<file path="config.mk">
export PLATFORM = sky130hd
export DESIGN_NAME = best_fit_partition_allocator_unit
export DESIGN_NICKNAME = d
export VERILOG_FILES = /design/src/bfpa_pkg.sv /design/src/best_fit_partition_allocator_unit.sv
export SDC_FILE = /design/constraint.sdc
export NUM_CORES = 2
export LEC_CHECK = 0
export ABC_AREA = 1
export BUFFER_PORTS_ARGS = -buffer_cell sky130_fd_sc_hd__clkbuf_2
export CORE_MARGIN = 2
export CORE_UTILIZATION = 63
export DETAILED_ROUTE_END_ITERATION = 10
export PLACE_DENSITY = 0.9
export SLEW_MARGIN = 20
export SYNTH_ARGS = -nofsm -noshare
export SYNTH_HDL_FRONTEND = slang
export SYNTH_SLANG_ARGS = --single-unit
</file>
<file path="constraint.sdc">
create_clock -name clk_i -period 4.6 [get_ports clk_i]
set_input_delay 0 -clock clk_i [delete_from_list [all_inputs] [get_ports clk_i]]
set_output_delay 0 -clock clk_i [all_outputs]
set_load 0.02 [all_outputs]
</file>
<file path="src/bfpa_pkg.sv">
// Shared types and status codes for the best-fit partition allocator.
package bfpa_pkg;

  localparam logic [2:0] StOk       = 3'd0;
  localparam logic [2:0] StNoFit    = 3'd1;
  localparam logic [2:0] StUsedFull = 3'd2;
  localparam logic [2:0] StNotFound = 3'd3;
  localparam logic [2:0] StFreeFull = 3'd4;

  localparam logic ModeAlloc   = 1'b0;
  localparam logic ModeReclaim = 1'b1;

  localparam logic [15:0] MinBlockReset = 16'd100;

  typedef struct packed {
    logic        mode;
    logic [7:0]  job_name;
    logic [16:0] request_length;
  } req_t;

  typedef struct packed {
    logic [2:0]  status;
    logic [16:0] block_start;
    logic [16:0] block_size;
  } rsp_t;

endpackage

</file>
<file path="src/best_fit_partition_allocator_unit.sv">
// Best-fit partition allocator: free and used tables in synchronous RAMs, scan sequencer.
//
//   channel  | signals                        | beat
//   ---------+--------------------------------+-----------------------------
//   request  | in_valid_i/in_ready_o/in_data_i   | one allocate or reclaim
//   response | out_valid_o/out_ready_i/out_data_o | one status/start/size
//   config   | cfg_we_i/cfg_wdata_i           | min_block write
//
// Allocate: one free-RAM scan, then the update state.
// Reclaim: used scan, free scan, update; a miss or a zero-size entry ends after the used scan.
// Rate is set by the single read port of each table, one entry per cycle.
// Reset empties the used table; only free entry 0 is valid, and it reads as the
// whole pool until first written. A new request is taken once the previous result
// has moved into the output register; a stalled output holds the next result back.
module best_fit_partition_allocator_unit
  import bfpa_pkg::*;
#(
  parameter int FREE_ENTRIES = 10,
  parameter int USED_ENTRIES = 10,
  parameter int POOL_SIZE    = 102400
) (
  input  logic        clk_i,
  input  logic        rst_ni,
  input  logic        cfg_we_i,
  input  logic [15:0] cfg_wdata_i,
  input  logic        in_valid_i,
  output logic        in_ready_o,
  input  req_t        in_data_i,
  output logic        out_valid_o,
  input  logic        out_ready_i,
  output rsp_t        out_data_o
);

  localparam int FAW  = (FREE_ENTRIES > 1) ? $clog2(FREE_ENTRIES) : 1;
  localparam int UAW  = (USED_ENTRIES > 1) ? $clog2(USED_ENTRIES) : 1;
  localparam int MAXN = (FREE_ENTRIES > USED_ENTRIES) ? FREE_ENTRIES : USED_ENTRIES;
  localparam int CW   = $clog2(MAXN + 1);
  localparam logic [CW-1:0] FN = CW'(FREE_ENTRIES);
  localparam logic [CW-1:0] UN = CW'(USED_ENTRIES);
  localparam logic [16:0] PoolSz = 17'(POOL_SIZE);

  typedef enum logic [2:0] {
    S_IDLE, S_USCAN, S_FSCAN, S_DECIDE, S_RESP
  } state_e;

  typedef struct packed {
    logic [16:0] start;
    logic [16:0] size;
  } fent_t;

  typedef struct packed {
    logic [7:0]  tag;
    logic [16:0] start;
    logic [16:0] size;
  } uent_t;

  fent_t fmem [FREE_ENTRIES];
  uent_t umem [USED_ENTRIES];
  fent_t f_rd_q;
  uent_t u_rd_q;

  state_e      state_q;
  logic [CW-1:0] cnt_q, ridx_q;
  logic        rv_q, rvl_q;
  logic        mode_q;
  logic [7:0]  name_q;
  logic [16:0] ad_q;
  logic [15:0] min_block_q;
  logic [FREE_ENTRIES-1:0] fvalid_q;
  logic [USED_ENTRIES-1:0] uvalid_q;
  logic        f0w_q;
  logic        b_fnd_q;
  logic [FAW-1:0] b_idx_q;
  logic [16:0] b_start_q, b_size_q;
  logic        u_fnd_q;
  logic [UAW-1:0] u_idx_q;
  logic [16:0] s_q, z_q;
  logic        lo_fnd_q, hi_fnd_q;
  logic [FAW-1:0] lo_idx_q, hi_idx_q;
  logic [16:0] lo_start_q, lo_size_q, hi_size_q;
  rsp_t        res_q, out_q;
  logic        out_valid_q;

  logic        fw_en, uw_en;
  logic [FAW-1:0] fw_addr;
  logic [UAW-1:0] uw_addr;
  fent_t       fw_data;
  uent_t       uw_data;

  logic        issue_f, issue_u;
  logic [16:0] f_start, f_size, f_end, z_end;
  logic [16:0] req_ad;
  logic        fslot_ok, uslot_ok;
  logic [FAW-1:0] fslot;
  logic [UAW-1:0] uslot;

  assign issue_f = (state_q == S_FSCAN) && (cnt_q < FN);
  assign issue_u = (state_q == S_USCAN) && (cnt_q < UN);

  always_ff @(posedge clk_i) begin
    if (issue_f) f_rd_q <= fmem[cnt_q[FAW-1:0]];
    if (issue_u) u_rd_q <= umem[cnt_q[UAW-1:0]];
    if (fw_en) fmem[fw_addr] <= fw_data;
    if (uw_en) umem[uw_addr] <= uw_data;
  end

  // Entry 0 holds the whole pool until it is first written.
  always_comb begin
    if (ridx_q == '0 && !f0w_q) begin
      f_start = '0;
      f_size  = PoolSz;
    end else begin
      f_start = f_rd_q.start;
      f_size  = f_rd_q.size;
    end
  end
  assign f_end = f_start + f_size;
  assign z_end = s_q + z_q;

  assign req_ad = (in_data_i.request_length > {1'b0, min_block_q}) ?
                  in_data_i.request_length : {1'b0, min_block_q};

  always_comb begin
    fslot_ok = 1'b0;
    fslot    = '0;
    for (int i = FREE_ENTRIES - 1; i >= 0; i--) begin
      if (!fvalid_q[i]) begin
        fslot_ok = 1'b1;
        fslot    = FAW'(i);
      end
    end
    uslot_ok = 1'b0;
    uslot    = '0;
    for (int i = USED_ENTRIES - 1; i >= 0; i--) begin
      if (!uvalid_q[i]) begin
        uslot_ok = 1'b1;
        uslot    = UAW'(i);
      end
    end
  end

  // Table writes, all in the update cycle.
  always_comb begin
    fw_en   = 1'b0;
    fw_addr = '0;
    fw_data = '0;
    uw_en   = 1'b0;
    uw_addr = uslot;
    uw_data = '0;
    if (state_q == S_DECIDE) begin
      if (mode_q == ModeAlloc) begin
        if (b_fnd_q && name_q != '0 && uslot_ok) begin
          fw_en   = 1'b1;
          fw_addr = b_idx_q;
          fw_data = '{start: b_start_q + ad_q, size: b_size_q - ad_q};
          uw_en   = 1'b1;
          uw_data = '{tag: name_q, start: b_start_q, size: ad_q};
        end
      end else if (z_q != '0) begin
        if (lo_fnd_q) begin
          fw_en   = 1'b1;
          fw_addr = lo_idx_q;
          fw_data = '{start: lo_start_q,
                      size: lo_size_q + z_q + (hi_fnd_q ? hi_size_q : 17'd0)};
        end else if (hi_fnd_q) begin
          fw_en   = 1'b1;
          fw_addr = hi_idx_q;
          fw_data = '{start: s_q, size: hi_size_q + z_q};
        end else if (fslot_ok) begin
          fw_en   = 1'b1;
          fw_addr = fslot;
          fw_data = '{start: s_q, size: z_q};
        end
      end
    end
  end

  assign in_ready_o  = (state_q == S_IDLE);
  assign out_valid_o = out_valid_q;
  assign out_data_o  = out_q;

  always_ff @(posedge clk_i or negedge rst_ni) begin
    if (!rst_ni) begin
      state_q     <= S_IDLE;
      cnt_q       <= '0;
      ridx_q      <= '0;
      rv_q        <= 1'b0;
      rvl_q       <= 1'b0;
      min_block_q <= MinBlockReset;
      fvalid_q    <= FREE_ENTRIES'(1);
      uvalid_q    <= '0;
      f0w_q       <= 1'b0;
      out_valid_q <= 1'b0;
      out_q       <= '0;
      res_q       <= '0;
      mode_q      <= ModeAlloc;
      name_q      <= '0;
      ad_q        <= '0;
      b_fnd_q     <= 1'b0;
      b_idx_q     <= '0;
      b_start_q   <= '0;
      b_size_q    <= '0;
      u_fnd_q     <= 1'b0;
      u_idx_q     <= '0;
      s_q         <= '0;
      z_q         <= '0;
      lo_fnd_q    <= 1'b0;
      hi_fnd_q    <= 1'b0;
      lo_idx_q    <= '0;
      hi_idx_q    <= '0;
      lo_start_q  <= '0;
      lo_size_q   <= '0;
      hi_size_q   <= '0;
    end else begin
      if (cfg_we_i) min_block_q <= cfg_wdata_i;
      if (out_valid_q && out_ready_i && state_q != S_RESP) out_valid_q <= 1'b0;
      if (fw_en && fw_addr == '0) f0w_q <= 1'b1;

      rv_q   <= issue_f || issue_u;
      rvl_q  <= issue_f ? fvalid_q[cnt_q[FAW-1:0]] : issue_u && uvalid_q[cnt_q[UAW-1:0]];
      ridx_q <= cnt_q;
      if (issue_f || issue_u) cnt_q <= cnt_q + 1'b1;

      unique case (state_q)
        S_IDLE: begin
          if (in_valid_i) begin
            mode_q   <= in_data_i.mode;
            name_q   <= in_data_i.job_name;
            ad_q     <= req_ad;
            cnt_q    <= '0;
            b_fnd_q  <= 1'b0;
            u_fnd_q  <= 1'b0;
            lo_fnd_q <= 1'b0;
            hi_fnd_q <= 1'b0;
            if (in_data_i.mode == ModeAlloc) begin
              state_q <= S_FSCAN;
            end else if (in_data_i.job_name == '0) begin
              res_q   <= '{status: StNotFound, block_start: '0, block_size: '0};
              state_q <= S_RESP;
            end else begin
              state_q <= S_USCAN;
            end
          end
        end
        S_USCAN: begin
          if (rv_q && rvl_q && !u_fnd_q && u_rd_q.tag == name_q) begin
            u_fnd_q <= 1'b1;
            u_idx_q <= ridx_q[UAW-1:0];
            s_q     <= u_rd_q.start;
            z_q     <= u_rd_q.size;
          end
          if (cnt_q == UN && !rv_q) begin
            cnt_q <= '0;
            if (!u_fnd_q) begin
              res_q   <= '{status: StNotFound, block_start: '0, block_size: '0};
              state_q <= S_RESP;
            end else if (z_q == '0) begin
              uvalid_q[u_idx_q] <= 1'b0;
              res_q   <= '{status: StOk, block_start: s_q, block_size: z_q};
              state_q <= S_RESP;
            end else begin
              state_q <= S_FSCAN;
            end
          end
        end
        S_FSCAN: begin
          if (rv_q && rvl_q) begin
            if (mode_q == ModeAlloc) begin
              if (f_size >= ad_q && (!b_fnd_q || f_size < b_size_q ||
                  (f_size == b_size_q && f_start < b_start_q))) begin
                b_fnd_q   <= 1'b1;
                b_idx_q   <= ridx_q[FAW-1:0];
                b_start_q <= f_start;
                b_size_q  <= f_size;
              end
            end else if (!lo_fnd_q && f_end == s_q) begin
              lo_fnd_q   <= 1'b1;
              lo_idx_q   <= ridx_q[FAW-1:0];
              lo_start_q <= f_start;
              lo_size_q  <= f_size;
            end else if (!hi_fnd_q && f_start == z_end) begin
              hi_fnd_q  <= 1'b1;
              hi_idx_q  <= ridx_q[FAW-1:0];
              hi_size_q <= f_size;
            end
          end
          if (cnt_q == FN && !rv_q) state_q <= S_DECIDE;
        end
        S_DECIDE: begin
          state_q <= S_RESP;
          if (mode_q == ModeAlloc) begin
            if (!b_fnd_q) begin
              res_q <= '{status: StNoFit, block_start: '0, block_size: '0};
            end else if (name_q == '0 || !uslot_ok) begin
              res_q <= '{status: StUsedFull, block_start: '0, block_size: '0};
            end else begin
              uvalid_q[uslot] <= 1'b1;
              if (b_size_q == ad_q) fvalid_q[b_idx_q] <= 1'b0;
              res_q <= '{status: StOk, block_start: b_start_q, block_size: ad_q};
            end
          end else if (!lo_fnd_q && !hi_fnd_q && !fslot_ok) begin
            res_q <= '{status: StFreeFull, block_start: '0, block_size: '0};
          end else begin
            uvalid_q[u_idx_q] <= 1'b0;
            if (lo_fnd_q && hi_fnd_q) fvalid_q[hi_idx_q] <= 1'b0;
            else if (!lo_fnd_q && !hi_fnd_q) fvalid_q[fslot] <= 1'b1;
            res_q <= '{status: StOk, block_start: s_q, block_size: z_q};
          end
        end
        S_RESP: begin
          if (!out_valid_q || out_ready_i) begin
            out_q       <= res_q;
            out_valid_q <= 1'b1;
            state_q     <= S_IDLE;
          end
        end
        default: state_q <= S_IDLE;
      endcase
    end
  end

endmodule
</file>
==> results.md <==
* Run status: finished clean
* Worst Skew at 0.0470 ns
* Clock transition at path regs at 0.06 ns
* Reg2reg path depth at 12
* CP max FO at 20
* Die area at 0.0860 mm²
* Via Count at 42,600
* GR Util met2 at 59.8%
* Num CTS Buffers at 107
* Most frequent cell after synthesis: nand2_1
* Initial Util at 63.3%
* Prevailing post-synth register cell: edfxtp_1
* #FFs+latches synth at 1,126
* Routed wire per std cell at 26.6 µm
* Cells after DPL at 6,150
* Die Y at 293 µm
* Synth Instances at 5,083
* Overflow after GRT at 0
* Post-Route WL at 171,000 µm
* Clock latency on the worst-skew pair at 0.72 ns
* Post-route ant nets at 0
* DIE WIDTH at 293 µm
* Grt met1 use at 52.4%
* Final hold violations at 0
* Utilization after layout at 71.6%
* Ys async rst share at 25.8%
* Relative slew slack at 20.0%
* Worst setup path category: register to register
* CP endpoint kind: register
* Vias in the first global route at 41,000
* Finish-stage setup viols at 0
* CTS root buf: clkbuf_16
* Min cycle time layout at 4.23 ns
* Min-Delay Path Class: input pin to register
* Placer Congestion at 1.04
* CP startpoint kind: register
* Initial antenna violation count at 5
* Required @ worst endpoint at 5.18 ns
* Pre-Repair DR Iteration Count at 7
* Fillers at 5,386
* M3 GR Usage at 10.2%
* Tot Pwr at 32,700 µW
* PortBufs at 85
* Num rows at 106
* Seq/Total Area, Yosys at 61.4%
* Reg2reg end: res_q[31]
* Worst-Margin Slew at 1.20 ns
* P&R area growth vs syn at 13.1%
* Yosys cell types at 61
* I/O pins at 86
* Post-synth net total at 5,288
* Post_cts resized at 0
* Worst R2R Setup Slack at 0.37 ns
* Yosys top cell area share at 47.6%
* Reg-to-Reg Start: name_q[0]
* Power Dens Cells at 547 mW/mm²
* Slew Viols, Final at 0
* Share of cells above drive strength 1 at 11.2%
* Commonest cells post-synth: nand2_1 (1,204), edfxtp_1 (836), inv_1 (439)
* Synth Cell Area at 0.0527 mm²
* H-tree depth at 3
* Non-Filler Instances at 6,444
* Synth Warn # at 0
* Crit. Startpoint: name_q[0]
* First-pass GRT wire length at 253,000 µm
* Peak VDD IR at 0.383 mV
* Final layout net count at 5,469
* Iteration-0 DRC count of the detailed router at 7,444
* Core area at 0.0833 mm²
* Leading area contributor after synthesis: edfxtp_1
* Pin count of the biggest net entering global routing at 182
* Crit path capture: res_q[31]
* RSZ-0062 raised after global routing: false
* # clock sinks at 1,126
* Synth Area per Inst at 10.4 µm²
* CTS tree: yes
* Most Used Layer, Global Route: met2
* Vias/cell at 6.61
* DR DRC count at 0
* WHS at 0.117 ns
* Final HPWL DP at 109,000 µm
* Max-Cap Viols at 0
* Clock Tree Buf Depth at 3
* Leakage at 0.0245 µW
* Setup TNS at 0 ns
* Global Route Usage Sum at 39.8%
* Top cells by area, synth: edfxtp_1 (48%), dfrtp_1 (14%), nand2_1 (8.6%)
* Fmax at 236 MHz
* Number of flops mapped to enable cells by yosys at 836
* Data arrival, critical path at 4.81 ns
* Final worst-path cycle share at 91.9%
worst max-delay path, stage by stage, from the launching register on:
cell and delay, ns:
dfrtp_1 0.43, nor4_1 0.33, nand2_1 0.31, nand2_1 0.39, nor2_1 0.08, nand2_1 0.44, nor2_1 0.15, inv_2 0.43
buf_4 0.35, nor2_1 0.23, o21ai_0 0.60, buf_4 0.25, o21ai_0 0.09
power by group:
part	total (µW)	leakage, µW	switching (µW)	internal, µW
clock	8980	0.00175	3950	5030
combinational	11100	0.0101	7600	3480
sequential	12600	0.0126	860	11700
total	32700	0.0245	12400	20200
what timing repair did:
action / in CTS / in global routing
setup endpoints to repair: 0 / 0
setup buffers: 0 / 0
hold buffers: 84 / 0
endpoints found under the hold margin: 139 / 0
sequential cells by signal, summed over array words and instances (netlist names), 8 cells and up:
register / count
umem: 420
fmem: 340
u_rd_q: 42
out_data_o: 37
res_q: 37
f_rd_q: 34
ad_q: 17
b_size_q: 17
b_start_q: 17
hi_size_q: 17
lo_size_q: 17
lo_start_q: 17
s_q: 17
z_q: 17
min_block_q: 16
fvalid_q: 10
uvalid_q: 10
name_q: 8
metrics by stage:
step                setup slack, ns  area (µm²)
global route                0.00799       59600
finish                        0.371       59600
floorplan                     0.449       52700
CTS                           0.543       59600
global placement              0.659       55200
detailed placement            0.570       55200
cell families after synthesis:
family,share of synthesized area [%]
XOR/XNOR,1.23
adder cells (fa/ha/maj),4.05
multiplexers,0.748
AO/OA/AOI/OAI,13.0
buffers and inverters,5.11
flip-flops,61.4
AND/OR/NAND/NOR,14.5
cell type report:
type	count	area [µm²]	area share, %
repair buffers	308	2650	4.44
clock buffers	146	3030	5.08
inverters	464	1750	2.93
clock inverters	58	548	0.919
multi-input cells	3257	17900	30.1
diodes	5	12.5	0.0210
well taps	1080	1350	2.27
flip-flops and latches	1126	32400	54.3
cells in the final DEF, fill, tap and decap left out, types with 21 or more instances in the layout:
cell type         n
a21oi_1         323
a31o_2           76
a32o_1           81
buf_12           25
buf_4           114
clkbuf_1         23
clkbuf_16       111
clkbuf_2         84
clkinv_2         23
dfrtp_1         284
dlygate4sd3_1    83
edfxtp_1        836
fa_1             21
ha_1            137
inv_1           438
inv_2            22
mux2_2           35
nand2_1        1203
nand3_1         142
nand4_1          85
nor2_1          324
nor2_4           25
nor3_1           37
o21ai_0         425
o32ai_1          76
xnor2_1          28
xor2_1           46
worst min path at each step:
stage	from	to	slack, ns	depth (start not counted)
after floorplan	rst_ni	ad_q[0]	-0.30	0
after global placement	rst_ni	fvalid_q[6]	0.07	1
after detailed placement	rst_ni	fvalid_q[6]	0.08	1
after CTS	in_data_i[20]	name_q[3]	0.07	4
after global routing	in_data_i[24]	name_q[7]	0.12	4
final	in_data_i[22]	name_q[5]	0.12	4
layer usage:
layer	vias up	part of all wire [%]	wire [µm]
met5	-	0.053	90
met4	8	7.1	12200
met3	749	14	23600
met2	3536	44	75400
met1	20100	35	60000
li1	18200	-	-
(Power assumes the default switching activity.)
